### config.mk
export PLATFORM = sky130hd
export DESIGN_NAME = tile_gid_tileset_resolver
export DESIGN_NICKNAME = d
export VERILOG_FILES = /design/src/rtl/tgtr_pkg.sv /design/src/rtl/tgtr_divider.sv /design/src/rtl/tgtr_datapath.sv /design/src/rtl/tgtr_ctrl.sv /design/src/rtl/tile_gid_tileset_resolver.sv
export SDC_FILE = /design/constraint.sdc
export NUM_CORES = 2
export LEC_CHECK = 0
export ABC_AREA = 1
export BUFFER_PORTS_ARGS = -buffer_cell sky130_fd_sc_hd__buf_4
export CAP_MARGIN = 25
export CORE_ASPECT_RATIO = 0.9
export CORE_MARGIN = 8
export CORE_UTILIZATION = 45
export CTS_CLUSTER_DIAMETER = 50
export DETAILED_ROUTE_END_ITERATION = 8
export PLACE_DENSITY_LB_ADDON = 0.05
export SYNTH_ARGS = -nofsm -noshare
export SYNTH_HDL_FRONTEND = slang
export SYNTH_SLANG_ARGS = --single-unit
### constraint.sdc
create_clock -name clk -period 11 [get_ports clk]
set_clock_uncertainty 0.1 [all_clocks]
set_input_delay 2.2 -clock clk [delete_from_list [all_inputs] [get_ports clk]]
set_output_delay 2.2 -clock clk [all_outputs]
set_load 0.03 [all_outputs]
### src/rtl/tgtr_pkg.sv
// Package: shared types and constants for the tile id resolver.
package tgtr_pkg;
	localparam int MAX_SHEETS = 8;
	localparam int SLOT_W = 3;
	localparam int DIM_W = 13;
	localparam int TILE_W = 11;
	localparam int PIX_W = 8;
	localparam int GID_W = 32;
	localparam int CNT_W = 4;
	localparam int DIV_W = 32;
	localparam int DCNT_W = 6;
	localparam logic ACT_WRITE = 1'b0;

	typedef enum logic [3:0] {
		ST_IDLE, ST_COLS, ST_ROWS, ST_WSTORE,
		ST_SCAN, ST_CHECK, ST_DIV, ST_MULX, ST_MULY, ST_DONE
	} state_t;

	typedef struct packed {
		logic load_in;
		logic start_cols;
		logic start_rows;
		logic store_slot;
		logic scan_clear;
		logic read_slot;
		logic scan_next;
		logic start_idx_div;
		logic mul_x;
		logic mul_y;
		logic emit_hit;
		logic emit_miss;
	} cmd_t;

	typedef struct packed {
		logic div_done;
		logic scan_end;
		logic hit;
	} sts_t;
endpackage

### src/rtl/tgtr_divider.sv
// Restoring divider, one quotient bit per cycle.
module tgtr_divider import tgtr_pkg::*; (
	input  logic             clk,
	input  logic             arst_n,
	input  logic             start,
	input  logic [DIV_W-1:0] dividend,
	input  logic [DIV_W-1:0] divisor,
	output logic             done,
	output logic [DIV_W-1:0] quotient,
	output logic [DIV_W-1:0] remainder
);
	logic [DIV_W-1:0] quo_q;
	logic [DIV_W-1:0] rem_q;
	logic [DIV_W-1:0] dsr_q;
	logic [DCNT_W-1:0] cnt_q;
	logic busy_q;
	logic [DIV_W:0] trial;

	assign trial = {rem_q, quo_q[DIV_W-1]} - {1'b0, dsr_q};

	always_ff @(posedge clk or negedge arst_n) begin
		if (!arst_n) begin
			busy_q <= 1'b0;
			done <= 1'b0;
			cnt_q <= '0;
		end else begin
			done <= 1'b0;
			if (start) begin
				busy_q <= 1'b1;
				cnt_q <= '0;
			end else if (busy_q) begin
				cnt_q <= cnt_q + 1'b1;
				if (cnt_q == DCNT_W'(DIV_W - 1)) begin
					busy_q <= 1'b0;
					done <= 1'b1;
				end
			end
		end
	end

	always_ff @(posedge clk) begin
		if (start) begin
			quo_q <= dividend;
			rem_q <= '0;
			dsr_q <= divisor;
		end else if (busy_q) begin
			if (!trial[DIV_W]) begin
				rem_q <= trial[DIV_W-1:0];
				quo_q <= {quo_q[DIV_W-2:0], 1'b1};
			end else begin
				rem_q <= {rem_q[DIV_W-2:0], quo_q[DIV_W-1]};
				quo_q <= {quo_q[DIV_W-2:0], 1'b0};
			end
		end
	end

	assign quotient = quo_q;
	assign remainder = rem_q;
endmodule

### src/rtl/tgtr_datapath.sv
// Datapath: slot table, divider, range check and origin multiply.
module tgtr_datapath import tgtr_pkg::*; (
	input  logic              clk,
	input  logic              arst_n,
	input  cmd_t              cmd,
	output sts_t              sts,
	input  logic [CNT_W-1:0]  tileset_count,
	input  logic [SLOT_W-1:0] slot,
	input  logic [GID_W-1:0]  gid,
	input  logic              has_texture,
	input  logic [GID_W-1:0]  base_gid,
	input  logic [DIM_W-1:0]  sheet_width,
	input  logic [DIM_W-1:0]  sheet_height,
	input  logic [TILE_W-1:0] tile_width,
	input  logic [TILE_W-1:0] tile_height,
	input  logic [PIX_W-1:0]  margin,
	input  logic [PIX_W-1:0]  spacing,
	output logic              found,
	output logic [SLOT_W-1:0] matched_slot,
	output logic [DIM_W-1:0]  origin_x,
	output logic [DIM_W-1:0]  origin_y,
	output logic [TILE_W-1:0] match_tile_width,
	output logic [TILE_W-1:0] match_tile_height
);
	logic [MAX_SHEETS-1:0] valid_q;
	logic [GID_W-1:0]  mem_first [MAX_SHEETS];
	logic [DIM_W-1:0]  mem_cols  [MAX_SHEETS];
	logic [DIM_W-1:0]  mem_rows  [MAX_SHEETS];
	logic [TILE_W-1:0] mem_tw    [MAX_SHEETS];
	logic [TILE_W-1:0] mem_th    [MAX_SHEETS];
	logic [PIX_W-1:0]  mem_mg    [MAX_SHEETS];
	logic [PIX_W-1:0]  mem_sp    [MAX_SHEETS];

	// latched item
	logic              in_tex_q;
	logic [SLOT_W-1:0] in_slot_q;
	logic [GID_W-1:0]  in_gid_q;
	logic [GID_W-1:0]  in_first_q;
	logic [DIM_W-1:0]  in_sw_q, in_sh_q;
	logic [TILE_W-1:0] in_tw_q, in_th_q;
	logic [PIX_W-1:0]  in_mg_q, in_sp_q;
	logic [DIM_W-1:0]  cols_q;

	// scanned slot
	logic [SLOT_W:0]   scan_q;
	logic              rd_valid_q;
	logic [GID_W-1:0]  rd_first_q;
	logic [DIM_W-1:0]  rd_cols_q, rd_rows_q;
	logic [TILE_W-1:0] rd_tw_q, rd_th_q;
	logic [PIX_W-1:0]  rd_mg_q, rd_sp_q;
	logic [2*DIM_W-1:0] total_q;
	logic [CNT_W-1:0]  limit;

	logic              div_start;
	logic [DIV_W-1:0]  div_a, div_b, div_q, div_r;
	logic              div_done;

	logic [DIM_W:0]    border, usable_w, usable_h;
	logic [TILE_W:0]   pitch_w, pitch_h;
	logic [GID_W:0]    last_gid;
	logic [GID_W-1:0]  idx;
	logic              in_range;

	assign border = {(DIM_W-PIX_W)'(0), in_mg_q, 1'b0};
	assign usable_w = ({1'b0, in_sw_q} > border) ? {1'b0, in_sw_q} - border : '0;
	assign usable_h = ({1'b0, in_sh_q} > border) ? {1'b0, in_sh_q} - border : '0;
	assign pitch_w = {1'b0, in_tw_q} + {(TILE_W-PIX_W+1)'(0), in_sp_q};
	assign pitch_h = {1'b0, in_th_q} + {(TILE_W-PIX_W+1)'(0), in_sp_q};

	always_comb begin
		div_a = '0;
		div_b = '0;
		if (cmd.start_cols) begin
			div_a = DIV_W'(usable_w);
			div_b = DIV_W'(pitch_w);
		end else if (cmd.start_rows) begin
			div_a = DIV_W'(usable_h);
			div_b = DIV_W'(pitch_h);
		end else begin
			div_a = idx;
			div_b = DIV_W'(rd_cols_q);
		end
	end
	assign div_start = cmd.start_cols | cmd.start_rows | cmd.start_idx_div;

	tgtr_divider u_div (
		.clk(clk), .arst_n(arst_n), .start(div_start),
		.dividend(div_a), .divisor(div_b),
		.done(div_done), .quotient(div_q), .remainder(div_r)
	);

	assign limit = (tileset_count > CNT_W'(MAX_SHEETS)) ? CNT_W'(MAX_SHEETS) : tileset_count;
	assign idx = in_gid_q - rd_first_q;
	assign last_gid = {1'b0, rd_first_q} + (GID_W+1)'(total_q) - 1'b1;
	assign in_range = rd_valid_q && (total_q != '0) && (in_gid_q >= rd_first_q)
		&& ({1'b0, in_gid_q} <= last_gid);

	assign sts.div_done = div_done;
	assign sts.scan_end = (scan_q >= limit);
	assign sts.hit = in_range;

	// zero pitch gives a zero count
	logic pitch_zero_q;
	always_ff @(posedge clk) begin
		if (cmd.load_in) begin
			in_tex_q <= has_texture;
			in_slot_q <= slot;
			in_gid_q <= gid;
			in_first_q <= base_gid;
			in_sw_q <= sheet_width;
			in_sh_q <= sheet_height;
			in_tw_q <= tile_width;
			in_th_q <= tile_height;
			in_mg_q <= margin;
			in_sp_q <= spacing;
		end
		if (div_start) pitch_zero_q <= (div_b == '0);
		if (cmd.start_rows) cols_q <= pitch_zero_q ? '0 : div_q[DIM_W-1:0];
		if (cmd.store_slot) begin
			mem_first[in_slot_q] <= in_first_q;
			mem_cols[in_slot_q] <= cols_q;
			mem_rows[in_slot_q] <= pitch_zero_q ? '0 : div_q[DIM_W-1:0];
			mem_tw[in_slot_q] <= in_tw_q;
			mem_th[in_slot_q] <= in_th_q;
			mem_mg[in_slot_q] <= in_mg_q;
			mem_sp[in_slot_q] <= in_sp_q;
		end
		if (cmd.read_slot) begin
			rd_first_q <= mem_first[scan_q[SLOT_W-1:0]];
			rd_cols_q <= mem_cols[scan_q[SLOT_W-1:0]];
			rd_rows_q <= mem_rows[scan_q[SLOT_W-1:0]];
			rd_tw_q <= mem_tw[scan_q[SLOT_W-1:0]];
			rd_th_q <= mem_th[scan_q[SLOT_W-1:0]];
			rd_mg_q <= mem_mg[scan_q[SLOT_W-1:0]];
			rd_sp_q <= mem_sp[scan_q[SLOT_W-1:0]];
		end
		if (cmd.scan_next) total_q <= rd_cols_q * rd_rows_q;
	end

	always_ff @(posedge clk or negedge arst_n) begin
		if (!arst_n) begin
			valid_q <= '0;
			scan_q <= '0;
			rd_valid_q <= 1'b0;
		end else begin
			if (cmd.store_slot) valid_q[in_slot_q] <= in_tex_q;
			if (cmd.scan_clear) scan_q <= '0;
			else if (cmd.mul_x) scan_q <= scan_q + 1'b1;
			if (cmd.read_slot) rd_valid_q <= valid_q[scan_q[SLOT_W-1:0]];
		end
	end

	// origin computation; the result registers hold until the next resolve item
	logic [TILE_W:0] pw_m, ph_m;
	logic [DIM_W-1:0] col_q, row_q;
	assign pw_m = {1'b0, rd_tw_q} + {(TILE_W-PIX_W+1)'(0), rd_sp_q};
	assign ph_m = {1'b0, rd_th_q} + {(TILE_W-PIX_W+1)'(0), rd_sp_q};
	logic [DIM_W-1:0] mx_q;
	always_ff @(posedge clk) begin
		if (cmd.start_idx_div) begin
			col_q <= '0;
			row_q <= '0;
		end
		if (cmd.mul_x) begin
			col_q <= div_r[DIM_W-1:0];
			row_q <= div_q[DIM_W-1:0];
		end
		if (cmd.mul_y) mx_q <= DIM_W'(col_q * pw_m) + DIM_W'(rd_mg_q);
		if (cmd.emit_hit) begin
			matched_slot <= scan_q[SLOT_W-1:0] - 1'b1;
			origin_x <= mx_q;
			origin_y <= DIM_W'(row_q * ph_m) + DIM_W'(rd_mg_q);
			match_tile_width <= rd_tw_q;
			match_tile_height <= rd_th_q;
		end else if (cmd.emit_miss) begin
			matched_slot <= '0;
			origin_x <= '0;
			origin_y <= '0;
			match_tile_width <= '0;
			match_tile_height <= '0;
		end
	end

	always_ff @(posedge clk or negedge arst_n) begin
		if (!arst_n) found <= 1'b0;
		else if (cmd.emit_hit) found <= 1'b1;
		else if (cmd.emit_miss) found <= 1'b0;
	end
endmodule

### src/rtl/tgtr_ctrl.sv
// Controller: sequences writes and slot scans.
module tgtr_ctrl import tgtr_pkg::*; (
	input  logic clk,
	input  logic arst_n,
	input  logic start,
	input  logic action,
	output logic busy,
	output logic done,
	output cmd_t cmd,
	input  sts_t sts
);
	state_t state_q, state_d;
	logic hit_seen_q;

	always_ff @(posedge clk or negedge arst_n) begin
		if (!arst_n) begin
			state_q <= ST_IDLE;
		end else begin
			state_q <= state_d;
		end
	end

	always_comb begin
		state_d = state_q;
		case (state_q)
			ST_IDLE:   if (start) state_d = (action == ACT_WRITE) ? ST_COLS : ST_SCAN;
			ST_COLS:   state_d = ST_ROWS;
			ST_ROWS:   if (sts.div_done) state_d = ST_WSTORE;
			ST_WSTORE: if (sts.div_done) state_d = ST_IDLE;
			ST_SCAN:   state_d = sts.scan_end ? ST_DONE : ST_CHECK;
			ST_CHECK:  state_d = ST_DIV;
			ST_DIV:    state_d = sts.hit ? ST_MULX : ST_SCAN;
			ST_MULX:   if (sts.div_done) state_d = ST_MULY;
			ST_MULY:   state_d = ST_DONE;
			ST_DONE:   state_d = ST_IDLE;
			default:   state_d = ST_IDLE;
		endcase
	end

	always_comb begin
		cmd = '0;
		busy = (state_q != ST_IDLE);
		done = 1'b0;
		case (state_q)
			ST_IDLE: begin
				cmd.load_in = start;
				cmd.scan_clear = start && (action != ACT_WRITE);
			end
			ST_COLS:   cmd.start_cols = 1'b1;
			ST_ROWS:   cmd.start_rows = sts.div_done;
			ST_WSTORE: cmd.store_slot = sts.div_done;
			ST_SCAN: begin
				cmd.read_slot = 1'b1;
			end
			ST_CHECK:  cmd.scan_next = 1'b1;
			ST_DIV: begin
				cmd.start_idx_div = sts.hit;
				cmd.mul_x = !sts.hit;
			end
			ST_MULX:   cmd.mul_x = sts.div_done;
			ST_MULY:   cmd.mul_y = 1'b1;
			ST_DONE: begin
				cmd.emit_hit = hit_seen_q;
				cmd.emit_miss = !hit_seen_q;
				done = 1'b1;
			end
			default: ;
		endcase
	end

	always_ff @(posedge clk or negedge arst_n) begin
		if (!arst_n) hit_seen_q <= 1'b0;
		else if (cmd.scan_clear) hit_seen_q <= 1'b0;
		else if (state_q == ST_MULY) hit_seen_q <= 1'b1;
	end
endmodule

### src/rtl/tile_gid_tileset_resolver.sv
// Top level: tile id to tile sheet coordinate resolver.
//  channel  | handshake           | payload
//  config   | tileset_count_we    | tileset_count_wdata
//  item in  | start & !busy       | action slot gid has_texture base_gid ...
//  result   | result_valid pulse  | found matched_slot origin_x/y match_tile_*
// A write item keeps busy high through two serial 32-step divisions, for columns and rows.
// A resolve item keeps busy high while it scans the slots, and on a hit also through the
// index division; the result strobe comes in the same cycle as busy drops.
// Reset clears the valid bits and the count; slot contents are kept until written.
// The result strobe lasts one cycle; the receiver cannot stall it.
module tile_gid_tileset_resolver import tgtr_pkg::*; (
	input  logic              clk,
	input  logic              arst_n,
	input  logic              tileset_count_we,
	input  logic [CNT_W-1:0]  tileset_count_wdata,
	input  logic              start,
	output logic              busy,
	input  logic              action,
	input  logic [SLOT_W-1:0] slot,
	input  logic [GID_W-1:0]  gid,
	input  logic              has_texture,
	input  logic [GID_W-1:0]  base_gid,
	input  logic [DIM_W-1:0]  sheet_width,
	input  logic [DIM_W-1:0]  sheet_height,
	input  logic [TILE_W-1:0] tile_width,
	input  logic [TILE_W-1:0] tile_height,
	input  logic [PIX_W-1:0]  margin,
	input  logic [PIX_W-1:0]  spacing,
	output logic              result_valid,
	output logic              found,
	output logic [SLOT_W-1:0] matched_slot,
	output logic [DIM_W-1:0]  origin_x,
	output logic [DIM_W-1:0]  origin_y,
	output logic [TILE_W-1:0] match_tile_width,
	output logic [TILE_W-1:0] match_tile_height
);
	logic [CNT_W-1:0] count_q;
	cmd_t cmd;
	sts_t sts;
	logic done;

	always_ff @(posedge clk or negedge arst_n) begin
		if (!arst_n) count_q <= '0;
		else if (tileset_count_we) count_q <= tileset_count_wdata;
	end

	always_ff @(posedge clk or negedge arst_n) begin
		if (!arst_n) result_valid <= 1'b0;
		else result_valid <= done;
	end

	tgtr_ctrl u_ctrl (
		.clk(clk), .arst_n(arst_n), .start(start), .action(action),
		.busy(busy), .done(done), .cmd(cmd), .sts(sts)
	);

	tgtr_datapath u_dp (
		.clk(clk), .arst_n(arst_n), .cmd(cmd), .sts(sts),
		.tileset_count(count_q), .slot(slot), .gid(gid),
		.has_texture(has_texture), .base_gid(base_gid),
		.sheet_width(sheet_width), .sheet_height(sheet_height),
		.tile_width(tile_width), .tile_height(tile_height),
		.margin(margin), .spacing(spacing),
		.found(found), .matched_slot(matched_slot),
		.origin_x(origin_x), .origin_y(origin_y),
		.match_tile_width(match_tile_width), .match_tile_height(match_tile_height)
	);
endmodule
==> flow_summary.json <==
{
  "outcome": "complete, no violations",
  "io_buffers": 194,
  "die_area_um2": 159600,
  "peakVddDrop_mv": 0.1850,
  "worstSetupPathType": "register to register",
  "clk_pin_slew_ns": 0.05,
  "layout_commonest_cell": "edfxtp_1",
  "vias_per_cell": 5.301,
  "total_power_mw": 15.26,
  "synth_mux_area_frac": 0.0003402,
  "clk_path_buf_depth": 3,
  "slew_violations": 0,
  "postCtsSetupRepairBufs": 0,
  "maxCapViolations": 0,
  "drive_gt1_frac": 0.09398,
  "drc_errors": 0,
  "synth_adder_area_share": 0.1365,
  "numCtsBuffers": 151,
  "cts-resized-gates": 0,
  "synth_compound_area_frac": 0.09054,
  "start_util": 0.4531,
  "min_period_ns": 6.487,
  "setup-violations-final": 0,
  "syn_area_per_cell_um2": 10.54,
  "pin_count": 195,
  "ys_seq_area_frac": 0.5530,
  "antenna_found_initial": 19,
  "grt_pass1_vias": 44750,
  "start_kind": "register",
  "ys_ff_latch": 1235,
  "hold_slack_ns": 0.3963,
  "regToRegSetupSlack_ns": 4.51,
  "ys.flop_type": "edfxtp_1",
  "crit_top_cell": "nand2_1",
  "syn_nets": 6997,
  "h-tree-depth": 4,
  "synth.distinct_cells": 68,
  "area_growth_syn_to_layout_pct": 12.64,
  "ant_nets": 0,
  "synthCells": 6278,
  "fill_cells": 13250,
  "grt-ovfl-total": 0,
  "timing.rr.start": "u_dp.rd_sp_q[0]$_DFFE_PN_",
  "worstMarginPinSlew_ns": 1.112,
  "dr_total_vias": 45250,
  "fmax_ghz": 0.1542,
  "worstRegToRegCells": 30,
  "hold_violations": 0,
  "grt_max_degree": 165,
  "slew_headroom": 0.2554,
  "synthXorXnorAreaFrac": 0.02113,
  "synth-edff-count": 1171,
  "fin_nets": 7174,
  "clkLatencyLatePin_ns": 0.79,
  "die_w_um": 420.3,
  "min_to": "u_dp.u_div.remainder[30]$_SDFFE_PN0P_",
  "crit_arrival_ns": 6.87,
  "path_buf_inv": 5,
  "rsz0062_at_grt": "no",
  "synth-simple-area-share": 0.1327,
  "clk_root_buffer_cell": "clkbuf_16",
  "hold_depth": 2,
  "dp_slack_ns": 4.496,
  "fp-row-count": 133,
  "first_iter_violations": 4024,
  "leakagePower_nw": 30.49,
  "mostFrequentLayoutCells": "1171 x edfxtp_1, 976 x nor2_1, 874 x inv_1, 870 x nand2_1, 493 x o21ai_0",
  "period_share": 0.5897,
  "power_density_nw_per_um2": 204.7,
  "grt_pass1_wl_um": 284700,
  "ys_warn_count": 0,
  "die_h_um": 379.9,
  "finalSetupTns_ns": 0,
  "cts_hold_buf": 0,
  "totalWireLength_um": 190100,
  "cts.sinks": 1235,
  "worstPathRequired_ns": 11.39,
  "syn-cell-area_um2": 66190,
  "cts_tree": "built",
  "async_reset_ff_frac": 0.02591,
  "core_um2": 146100,
  "design_area_um2": 74560,
  "hold_class": "register to register",
  "crit_path_end_kind": "register",
  "grt_usage": 0.2344,
  "cp_slowest_cell": "fa_1",
  "r2r-end": "u_dp.origin_y[12]$_SDFFCE_PN0P_",
  "worst_slack_ns": 4.513,
  "synth_top_family_by_area": "adder cells",
  "max_stage_delay_ns": 0.55,
  "crit_family": "adder cells",
  "wire_per_inst_um": 22.27,
  "globalplace.congestion": 0.9376,
  "cp_max_fo": 4,
  "drtPass1Iterations": 6,
  "dpl_cell_area_um2": 69700,
  "dp_hpwl_um": 130700,
  "worstHoldStart": "u_dp.u_div.remainder[30]$_SDFFE_PN0P_"
}
==> sequential cells by signal (all words and copies together) (netlist names), 26 cells and up <==
register and flops:
u_dp.mem_cols 104, u_dp.u_div.remainder 32, u_dp.mem_first 256, u_dp.in_first_q 32, u_dp.mem_rows 104, u_dp.mem_tw 88
u_dp.mem_mg 64, u_dp.rd_first_q 32, u_dp.total_q 26, u_dp.in_gid_q 32, u_dp.mem_th 88, u_dp.u_div.quotient 32
u_dp.mem_sp 64
==> metal layers <==
metal,part of all wire,global-route usage,vias up
met5,0,0,-
met4,0.023,0.05710,0
met1,0.47,0.3419,22310
met2,0.46,0.3711,1241
li1,-,-,21450
met3,0.055,0.03318,243
==> cell type report <==
type	count	area, µm²	area share
multi-input cells	3924	25330	0.3397
flip-flops and latches	1235	36610	0.4910
diodes	3	7.507	0.0001007
well taps	1957	2449	0.03284
inverters	891	3367	0.04516
clock buffers	185	3959	0.05309
clock inverters	89	859.6	0.01153
repair buffers	252	1978	0.02653
==> synthesized netlist by cell type, types with 12 or more instances <==
| cell | instances | area (µm²) |
|---|---|---|
| edfxtp_1 | 1171 | 35160 |
| nor2_1 | 987 | 3705 |
| inv_1 | 877 | 3292 |
| nand2_1 | 871 | 3269 |
| o21ai_0 | 493 | 2467 |
| ha_1 | 338 | 4229 |
| fa_1 | 240 | 4805 |
| clkbuf_1 | 190 | 713.2 |
| a21oi_1 | 188 | 940.9 |
| nand3_1 | 117 | 585.6 |
| a31oi_1 | 109 | 681.9 |
| o22ai_1 | 102 | 638.1 |
| xor2_1 | 92 | 805.8 |
| xnor2_1 | 64 | 560.5 |
| a21oi_2 | 35 | 306.5 |
| nand4_1 | 35 | 219.0 |
| dfrtp_1 | 32 | 800.8 |
| dfxtp_1 | 32 | 640.6 |
| nor3_1 | 30 | 150.1 |
| nor2_4 | 20 | 225.2 |
| nor4_1 | 19 | 118.9 |
| o21bai_1 | 17 | 127.6 |
| a21o_1 | 14 | 105.1 |
| nand3b_1 | 13 | 97.59 |
| o211ai_1 | 13 | 97.59 |
| inv_2 | 12 | 45.04 |
| o21ai_1 | 12 | 60.06 |
==> worst min-delay path: stages, from the launching register on <==
cell and delay [ns]:
dfxtp_1 0.32, nand2_1 0.08, a21oi_2 0.05
==> how the worst max path moves through the flow <==
stage,startpoint,end,slack (ns),depth (start not counted)
finish,u_dp.rd_sp_q[0]$_DFFE_PN_,u_dp.origin_y[12]$_SDFFCE_PN0P_,4.51,30
global route,u_dp.rd_sp_q[0]$_DFFE_PN_,u_dp.origin_y[12]$_SDFFCE_PN0P_,4.03,30
CTS,u_dp.rd_sp_q[0]$_DFFE_PN_,u_dp.mx_q[12]$_DFFE_PN_,4.50,25
detailed placement,u_dp.rd_sp_q[0]$_DFFE_PN_,u_dp.mx_q[12]$_DFFE_PN_,4.50,25
global placement,u_dp.rd_sp_q[0]$_DFFE_PN_,u_dp.mx_q[12]$_DFFE_PN_,4.47,25
floorplan,start,u_dp.scan_q[2]$_DFFE_PN0P_,1.53,5
==> cell families after synthesis <==
| kind of cell | after synthesis |
|---|---|
| compound gates | 1044 |
| xor+xnor | 158 |
| fa+ha+maj | 578 |
| buf+inv | 1119 |
| flops | 1235 |
| mux | 2 |
| simple gates | 2142 |
==> report_power, final <==
| group | total, mW | internal, mW | switching, mW |
|---|---|---|---|
| Combinational | 4.62 | 1.50 | 3.12 |
| Sequential | 5.86 | 5.60 | 0.260 |
| Clock | 4.79 | 2.76 | 2.02 |
==> through the flow <==
step,util,instances
after global placement,0.4769,8255
after detailed placement,0.4771,8257
after floorplan,-,6278
final,0.5103,8536
after CTS,0.5100,8531
after global routing,0.5103,8533
Note: power is estimated with default switching activity, not from simulation.
